**src/design/msfd_pkg.sv**
```systemverilog
// shared types and constants for the motor status frame deframer
`timescale 1ns / 1ps

package msfd_pkg;

    // frame layout
    localparam logic [7:0] HEADER_BYTE     = 8'h55;
    localparam int         BYTES_PER_MOTOR = 6;
    localparam int         CFG_W           = 3;
    localparam logic [CFG_W-1:0] MOTOR_COUNT_RESET = 3'd2;

    // queue between front and back
    localparam int QUEUE_DEPTH = 4;
    localparam int QPTR_W      = $clog2(QUEUE_DEPTH);
    localparam int QCNT_W      = $clog2(QUEUE_DEPTH + 1);

    // one motor record as it leaves the front: raw frame bytes, oldest first
    typedef struct packed {
        logic [1:0]                          motor_index;
        logic                                last_motor;
        logic [BYTES_PER_MOTOR-1:0][7:0]     raw;
    } t_rec;

    // front state machine
    typedef enum logic {
        FS_RECV,
        FS_EMIT
    } t_fstate;

endpackage

```
**src/design/msfd_front.sv**
```systemverilog
// front: byte window, running sums, frame check and record generation
`timescale 1ns / 1ps

module msfd_front #(
    parameter int MAX_MOTORS = 4
) (
    input  logic                 i_clk,
    input  logic                 i_rst_n,
    input  logic                 i_rx_valid,
    output logic                 o_rx_ready,
    input  logic [7:0]           i_rx_byte,
    input  logic                 i_cfg_valid,
    input  logic [msfd_pkg::CFG_W-1:0] i_cfg_data,
    output logic                 o_push,
    output msfd_pkg::t_rec       o_rec,
    input  logic                 i_q_full
);
    import msfd_pkg::*;

    localparam int WIN_DEPTH = MAX_MOTORS * BYTES_PER_MOTOR + 2;
    localparam int SEEN_W    = $clog2(WIN_DEPTH + 1);
    localparam int CNT_W     = $clog2(MAX_MOTORS + 1);

    logic [7:0]        r_win [WIN_DEPTH];
    logic [7:0]        r_sum [MAX_MOTORS];
    logic [SEEN_W-1:0] r_seen;
    logic [CFG_W-1:0]  r_mcount;
    logic [CNT_W-1:0]  r_mot;
    t_fstate           r_state;
    t_fstate           n_state;

    logic [CNT_W-1:0]  motors;
    logic [SEEN_W-1:0] active_len;
    logic [SEEN_W-1:0] seen_nx;
    logic [7:0]        hdr_byte;
    logic [7:0]        chk_sum;
    logic              accept;
    logic              match;
    logic              last_rec;
    logic [CNT_W-1:0]  grp;

    // clamp the motor count into range
    always_comb begin
        if (r_mcount == '0) begin
            motors = CNT_W'(1);
        end else if (int'(r_mcount) > MAX_MOTORS) begin
            motors = CNT_W'(MAX_MOTORS);
        end else begin
            motors = CNT_W'(r_mcount);
        end
    end

    assign active_len = SEEN_W'(int'(motors) * BYTES_PER_MOTOR + 2);
    assign seen_nx    = (int'(r_seen) == WIN_DEPTH) ? r_seen : r_seen + SEEN_W'(1);
    assign accept     = i_rx_valid && o_rx_ready;

    // header tap and sum for the active frame length
    always_comb begin
        hdr_byte = '0;
        chk_sum  = '0;
        for (int k = 0; k < MAX_MOTORS; k++) begin
            if (motors == CNT_W'(k + 1)) begin
                hdr_byte = r_win[(k + 1) * BYTES_PER_MOTOR];
                chk_sum  = r_sum[k];
            end
        end
    end

    assign match = (seen_nx >= active_len) && (hdr_byte == HEADER_BYTE)
                   && (chk_sum == i_rx_byte);

    // next state
    always_comb begin
        n_state = r_state;
        unique case (r_state)
            FS_RECV: begin
                if (accept && match) n_state = FS_EMIT;
            end
            FS_EMIT: begin
                if (o_push && last_rec) n_state = FS_RECV;
            end
            default: n_state = FS_RECV;
        endcase
    end

    // outputs of the state machine
    always_comb begin
        o_rx_ready = 1'b0;
        o_push     = 1'b0;
        unique case (r_state)
            FS_RECV: o_rx_ready = 1'b1;
            FS_EMIT: o_push     = !i_q_full;
            default: o_rx_ready = 1'b0;
        endcase
    end

    // record of the current motor, groups counted back from the header
    assign last_rec = (r_mot == motors - CNT_W'(1));
    assign grp      = motors - r_mot;

    always_comb begin
        o_rec.motor_index = 2'(r_mot);
        o_rec.last_motor  = last_rec;
        o_rec.raw         = '0;
        for (int k = 0; k < MAX_MOTORS; k++) begin
            if (grp == CNT_W'(k + 1)) begin
                for (int b = 0; b < BYTES_PER_MOTOR; b++) begin
                    o_rec.raw[BYTES_PER_MOTOR-1-b] = r_win[(k + 1) * BYTES_PER_MOTOR - b];
                end
            end
        end
    end

    // window shift and running sums for every frame length
    always_ff @(posedge i_clk) begin
        if (!i_rst_n) begin
            for (int k = 0; k < WIN_DEPTH; k++) r_win[k] <= '0;
            for (int k = 0; k < MAX_MOTORS; k++) r_sum[k] <= '0;
            r_seen <= '0;
        end else if (accept) begin
            r_win[0] <= i_rx_byte;
            for (int k = 1; k < WIN_DEPTH; k++) r_win[k] <= r_win[k-1];
            for (int k = 0; k < MAX_MOTORS; k++) begin
                r_sum[k] <= r_sum[k] + i_rx_byte - r_win[(k + 1) * BYTES_PER_MOTOR];
            end
            r_seen <= seen_nx;
        end
    end

    // configuration register
    always_ff @(posedge i_clk) begin
        if (!i_rst_n) begin
            r_mcount <= MOTOR_COUNT_RESET;
        end else if (i_cfg_valid) begin
            r_mcount <= i_cfg_data;
        end
    end

    // state and motor counter
    always_ff @(posedge i_clk) begin
        if (!i_rst_n) begin
            r_state <= FS_RECV;
            r_mot   <= '0;
        end else begin
            r_state <= n_state;
            if (o_push) begin
                r_mot <= last_rec ? '0 : r_mot + CNT_W'(1);
            end
        end
    end

endmodule

```
**src/design/msfd_queue.sv**
```systemverilog
// short record queue between front and back
`timescale 1ns / 1ps

module msfd_queue (
    input  logic           i_clk,
    input  logic           i_rst_n,
    input  logic           i_push,
    input  msfd_pkg::t_rec i_rec,
    output logic           o_full,
    input  logic           i_pop,
    output msfd_pkg::t_rec o_rec,
    output logic           o_empty
);
    import msfd_pkg::*;

    t_rec              r_mem [QUEUE_DEPTH];
    logic [QPTR_W-1:0] r_wr;
    logic [QPTR_W-1:0] r_rd;
    logic [QCNT_W-1:0] r_cnt;
    logic              do_push;
    logic              do_pop;

    assign o_full  = (int'(r_cnt) == QUEUE_DEPTH);
    assign o_empty = (r_cnt == '0);
    assign do_push = i_push && !o_full;
    assign do_pop  = i_pop && !o_empty;
    assign o_rec   = r_mem[r_rd];

    // storage
    always_ff @(posedge i_clk) begin
        if (do_push) r_mem[r_wr] <= i_rec;
    end

    // pointers and fill count
    always_ff @(posedge i_clk) begin
        if (!i_rst_n) begin
            r_wr  <= '0;
            r_rd  <= '0;
            r_cnt <= '0;
        end else begin
            if (do_push) r_wr <= r_wr + QPTR_W'(1);
            if (do_pop)  r_rd <= r_rd + QPTR_W'(1);
            case ({do_push, do_pop})
                2'b10:   r_cnt <= r_cnt + QCNT_W'(1);
                2'b01:   r_cnt <= r_cnt - QCNT_W'(1);
                default: r_cnt <= r_cnt;
            endcase
        end
    end

endmodule

```
**src/design/msfd_back.sv**
```systemverilog
// back: unpacks records into fields and holds them in the output register
`timescale 1ns / 1ps

module msfd_back (
    input  logic               i_clk,
    input  logic               i_rst_n,
    input  msfd_pkg::t_rec     i_rec,
    input  logic               i_q_empty,
    output logic               o_pop,
    output logic               o_rec_valid,
    input  logic               i_rec_ready,
    output logic [1:0]         o_motor_index,
    output logic [14:0]        o_angle,
    output logic signed [15:0] o_speed,
    output logic signed [15:0] o_current,
    output logic               o_last_motor
);
    import msfd_pkg::*;

    logic               r_valid;
    logic [1:0]         r_index;
    logic [14:0]        r_angle;
    logic signed [15:0] r_speed;
    logic signed [15:0] r_current;
    logic               r_last;

    // load when the register is empty or being drained
    assign o_pop = !i_q_empty && (!r_valid || i_rec_ready);

    always_ff @(posedge i_clk) begin
        if (!i_rst_n) begin
            r_valid <= 1'b0;
        end else if (o_pop) begin
            r_valid <= 1'b1;
        end else if (i_rec_ready) begin
            r_valid <= 1'b0;
        end
    end

    // field unpacking, big endian byte pairs, angle top bit dropped
    always_ff @(posedge i_clk) begin
        if (o_pop) begin
            r_index   <= i_rec.motor_index;
            r_last    <= i_rec.last_motor;
            r_angle   <= {i_rec.raw[5][6:0], i_rec.raw[4]};
            r_speed   <= signed'({i_rec.raw[3], i_rec.raw[2]});
            r_current <= signed'({i_rec.raw[1], i_rec.raw[0]});
        end
    end

    assign o_rec_valid   = r_valid;
    assign o_motor_index = r_index;
    assign o_angle       = r_angle;
    assign o_speed       = r_speed;
    assign o_current     = r_current;
    assign o_last_motor  = r_last;

endmodule

```
**src/design/motor_status_frame_deframer_top.sv**
```systemverilog
// Motor status frame deframer: serial bytes in, per-motor status records out.
// Byte channel i_rx_valid/o_rx_ready/i_rx_byte takes one received byte per
// transaction into a sliding window; running sums are kept for every frame
// length so the header and checksum test is combinational on each byte.
// A byte that completes a frame (header 0x55, mod-256 sum check) starts an
// emit phase that pushes one record per motor into a four-entry queue and
// waits while it is full; the byte channel is held off during that phase.
// The single record builder emits the records of a frame one after another
// and takes no new byte until the last record of the frame is pushed.
// A record passes the front state register, the queue and the output register.
// Record channel o_rec_valid/i_rec_ready: output register fed from the queue;
// a stalled receiver fills the queue, then stalls the emit phase, then the
// byte channel. Records of a frame come in motor order, last one flagged.
// Config channel i_cfg_valid/i_cfg_data sets motor_count (always ready);
// write it only while idle. Reset clears window, sums, count and queue, and
// loads motor_count with 2.
`timescale 1ns / 1ps

module motor_status_frame_deframer_top #(
    parameter int MAX_MOTORS = 4
) (
    input  logic               i_clk,
    input  logic               i_rst_n,
    input  logic               i_rx_valid,
    output logic               o_rx_ready,
    input  logic [7:0]         i_rx_byte,
    input  logic               i_cfg_valid,
    output logic               o_cfg_ready,
    input  logic [msfd_pkg::CFG_W-1:0] i_cfg_data,
    output logic               o_rec_valid,
    input  logic               i_rec_ready,
    output logic [1:0]         o_motor_index,
    output logic [14:0]        o_angle,
    output logic signed [15:0] o_speed,
    output logic signed [15:0] o_current,
    output logic               o_last_motor
);
    import msfd_pkg::*;

    logic push;
    logic q_full;
    logic pop;
    logic q_empty;
    t_rec front_rec;
    t_rec queue_rec;

    assign o_cfg_ready = 1'b1;

    // accept and check bytes, build records
    msfd_front #(
        .MAX_MOTORS (MAX_MOTORS)
    ) u_front (
        .i_clk       (i_clk),
        .i_rst_n     (i_rst_n),
        .i_rx_valid  (i_rx_valid),
        .o_rx_ready  (o_rx_ready),
        .i_rx_byte   (i_rx_byte),
        .i_cfg_valid (i_cfg_valid),
        .i_cfg_data  (i_cfg_data),
        .o_push      (push),
        .o_rec       (front_rec),
        .i_q_full    (q_full)
    );

    // record queue
    msfd_queue u_queue (
        .i_clk   (i_clk),
        .i_rst_n (i_rst_n),
        .i_push  (push),
        .i_rec   (front_rec),
        .o_full  (q_full),
        .i_pop   (pop),
        .o_rec   (queue_rec),
        .o_empty (q_empty)
    );

    // unpack and present records
    msfd_back u_back (
        .i_clk         (i_clk),
        .i_rst_n       (i_rst_n),
        .i_rec         (queue_rec),
        .i_q_empty     (q_empty),
        .o_pop         (pop),
        .o_rec_valid   (o_rec_valid),
        .i_rec_ready   (i_rec_ready),
        .o_motor_index (o_motor_index),
        .o_angle       (o_angle),
        .o_speed       (o_speed),
        .o_current     (o_current),
        .o_last_motor  (o_last_motor)
    );

endmodule
```
**config.mk**
```make
export PLATFORM = sky130hd
export DESIGN_NAME = motor_status_frame_deframer_top
export DESIGN_NICKNAME = d
export VERILOG_FILES = /design/src/design/msfd_pkg.sv /design/src/design/msfd_front.sv /design/src/design/msfd_queue.sv /design/src/design/msfd_back.sv /design/src/design/motor_status_frame_deframer_top.sv
export SDC_FILE = /design/constraint.sdc
export NUM_CORES = 1
export LEC_CHECK = 0
export BUFFER_PORTS_ARGS = -buffer_cell sky130_fd_sc_hd__buf_4
export CAP_MARGIN = 20
export CELL_PAD_IN_SITES_DETAIL_PLACEMENT = 1
export CELL_PAD_IN_SITES_GLOBAL_PLACEMENT = 2
export CORE_UTILIZATION = 47
export CTS_BUF_LIST = sky130_fd_sc_hd__clkbuf_2 sky130_fd_sc_hd__clkbuf_4 sky130_fd_sc_hd__clkbuf_8
export CTS_CLUSTER_SIZE = 25
export DETAILED_ROUTE_END_ITERATION = 8
export GPL_ROUTABILITY_DRIVEN = 0
export GPL_TIMING_DRIVEN = 0
export PLACE_DENSITY = 0.78
export SETUP_SLACK_MARGIN = 0.4
export SLEW_MARGIN = 25
export SYNTH_ARGS = -nofsm -noshare
export SYNTH_HDL_FRONTEND = slang
export SYNTH_SLANG_ARGS = --single-unit
```
**constraint.sdc**
```tcl
create_clock -name i_clk -period 7.4 [get_ports i_clk]
set_clock_uncertainty 0.2 [all_clocks]
set_input_delay 0 -clock i_clk [delete_from_list [all_inputs] [get_ports i_clk]]
set_output_delay 0 -clock i_clk [all_outputs]
set_load 0.05 [all_outputs]
```
==> impl_results.md <==
- Fillers: around 4700
- Die W: 223 microns
- Synth Net Count: 1721
- DRC Markers: 0
- Area growth, synth to finish: 15.3%
- Hold Path End: u_front.r_seen[0]
- Fraction of layout cells with a size suffix above 1: 18.8%
- Post-synth cell types: between 50 and 60
- Synthesis Warnings: 0
- Origin of the critical flop-to-flop path: u_front.r_mcount[2]
- Critical path fanouts, max: 10
- Largest net degree at the start of global routing: 91
- CP Launch Type: register
- Seq/Total Area, Yosys: roughly two thirds
- Antenna violations before repair: 2
- N_diodes: 0
- Arr. time, crit path: between 4000 and 5000 ps
- Via/cell ratio: about 5.6
- Fin. Hold Viols: 0
- Die height: 223 microns
- Mapped Cells: 1623
- CP Class: register to register
- Synth cell count leaders: edfxtp_1 (482), and3_1 (148), inv_1 (121)
- Top cells by area, synth: edfxtp_1 (63%), mux4_2 (4.9%), and3_1 (4.0%)
- Avg Cell Area, Syn: 14.1 sq um
- Max IR drop VDD: approximately 130 uV
- Site Rows: 80
- H-tree levels: 3
- Post-synth EDFFs: 482
- Initial Util: between 40% and 50%
- Async S/R FF share, synth: 0%
- TritonCTS Sinks: 502
- Final WL: 61800 microns
- Routed met2 length: 30000 microns
- Largest area contributor in the netlist: edfxtp_1
- HPWL Detailed: 44800 microns
- Hold Crit Class: input pin to register
- Vias in the first global route: 14831
- Multi-input combinational cell area: roughly 0.0071 sq mm
- Wl on met1: between 20000 and 30000 microns
- I/O pins: 69
- Power per cell area: approximately 260 mW/mm^2
- Total Power: 6.79 mW
- Cell Area, Synth: approximately 0.023 sq mm
- R2r setup slk: 2990 ps
- Reg2Reg Capture Point: u_queue.r_mem[3][0]
- CTS Buf Count: 86
- Antenna Violating Nets Remaining: 0
- Part of the cycle the worst path needs: a little under 60%
- Grt total ovfl: 0
- Fmax: 227 MHz
- Core area: about 0.048 sq mm
- Status: finished, final reports clean
- Leakage power: around 10 nW
- Max Used Layer: met5
- Top_reg_cell synth: edfxtp_1
- First-iteration detailed-routing DRC count: ~1100
- Die Footprint: between 0.04 and 0.05 sq mm
- Max-slew violations: 0
- First-pass GRT wire length: 93600 microns
- Clk Latency, worst-skew pair: 670 ps
- Sequential cell area: between 0.01 and 0.015 sq mm
- Total of max-cap violations: 0
- Yosys reg bits: 502
- PortBufs: 65
- Final core utilization: 55.1%
- Root Buffer Master: clkbuf_8
- Slew @ Worst Pin: 972 ps
- Most frequent cell after synthesis: edfxtp_1
- FF-to-FF path depth: 10
- Worst Hold Path Cells: 5
- Final setup fails: 0
- All-Layer GR Usage: 25.8%
- CTS clk-pin slew, worst paths: 70 ps
- Via count: 13940
- Met3 WL post-DR: 3080 microns
- Resized Gates After CTS: 0
- Crit path capture type: register
- Critical hold path startpoint: i_rx_valid
- Final Critical Period: 4410 ps
- Data required time of the worst path: around 7500 ps
- Drt wl/cell: 24.7 microns
- Final Net Count: 1907
- Drt pass-1 iters: 5
- Worst slew margin: 35.2%
- Clk buf depth: 3
- Synth top area share: 63.2%
- CTS tree: built
- RSZ-0062 raised after global routing: no
[metrics by stage]
stage	setup WS (ps)	TNS [ps]	hold slack, ps	cells	instance area (sq um)
floorplan	1290	0	-71.6	1623	22900
CTS	3000	0	2.16	2497	26400
finish	2990	0	56.4	2497	26400
global placement	-1470	-337070	22.8	2303	24200
global route	2790	0	78.9	2497	26400
detailed placement	3020	0	31.8	2312	24400
[power by group]
group | switching, mW | total (mW) | internal, mW | leakage, nW
Clock | 1.16 | 2.54 | 1.38 | 0.913
Combinational | 0.548 | 0.900 | 0.352 | 4.26
Sequential | 0.100 | 3.36 | 3.26 | 5.01
[cell type report]
type | count | area share, %
Tap cell | 615 | 2.91
Clock inverter | 45 | 1.15
Sequential cell | 502 | 56.3
Buffer | 107 | 1.82
Timing Repair Buffer | 98 | 3.66
Multi-Input combinational cell | 893 | 27.0
Inverter | 121 | 1.75
Clock buffer | 116 | 5.45
[worst max path at each step]
stage,from,to,slack [ps],cells after the start
finish,u_front.r_mcount[2],u_queue.r_mem[3][0],2990,10
global route,u_front.r_mcount[2],u_queue.r_mem[0][24],2790,10
CTS,u_front.r_mcount[2],u_queue.r_mem[0][0],3000,10
detailed placement,u_front.r_mcount[2],u_queue.r_mem[0][0],3020,10
global placement,u_front.r_state,u_front.r_win[0][159],-1470,4
floorplan,u_front.r_state,u_front.r_sum[0][0],1290,4
[state kept, by name, summed over array words and instances (netlist names), 2 cells and up]
signal and flops:
u_front.r_win 200, u_queue.r_mem 200, u_front.r_sum 32, u_back.o_current 16
u_back.o_speed 16, u_back.o_angle 15, u_front.r_seen 5, u_front.r_mcount 3
u_front.r_mot 3, u_queue.r_cnt 3, u_back.o_motor_index 2, u_queue.r_rd 2
u_queue.r_wr 2
[kinds of logic (layout without fill, tap and decap cells)]
logic type / after synthesis / in the layout / share of synthesized area, %
AOI/OAI and AO/OA: 188 / 188 / 4.91
xor gates and xnor gates: 48 / 48 / 1.87
adders and majority gates: 82 / 82 / 5.49
buffers and inverters: 228 / 487 / 4.08
DFF: 502 / 502 / 64.9
muxes: 105 / 105 / 7.57
other: 1 / 1 / 0.0164
and+or+nand+nor: 469 / 469 / 11.1
[worst max-delay path, stage by stage (launching register included)]
cell,delay (ps)
dfxtp_1,370
buf_2,240
a21oi_1,340
inv_1,240
ha_1,320
clkbuf_1,310
clkbuf_1,740
clkbuf_1,450
nor2_1,130
a31oi_1,430
o21ai_1,280
[layout by cell type (no fill, tap or decap), types with 8 or more instances in the layout]
master,n
nand3_1,52
nor2_1,75
nor2b_1,13
edfxtp_1,482
a21boi_0,8
clkbuf_4,25
nand2_1,66
nor3_1,17
o21ai_0,18
mux2i_1,8
dfxtp_1,20
mux2_2,47
buf_16,8
inv_1,120
and2_1,63
a31oi_1,48
fa_1,31
xor2_1,15
clkbuf_8,91
a21oi_1,30
dlygate4sd3_1,24
ha_1,51
clkinv_1,23
buf_2,19
clkinv_2,12
xnor2_1,32
o21ai_1,58
clkbuf_1,76
buf_4,70
mux4_2,50
and3_1,148
[routing by layer]
layer,vias up,GRT usage (%)
met5,-,0
met4,2,8.45
met3,92,4.58
met2,369,42.0
met1,7104,35.2
li1,6373,-
[what timing repair did]
| action | CTS | global route |
|---|---|---|
| hold buffers | 24 | 0 |
| endpoints found under the hold margin | 67 | 0 |
| buffers inserted | 0 | 0 |
Power figures use the tool's default switching activity.
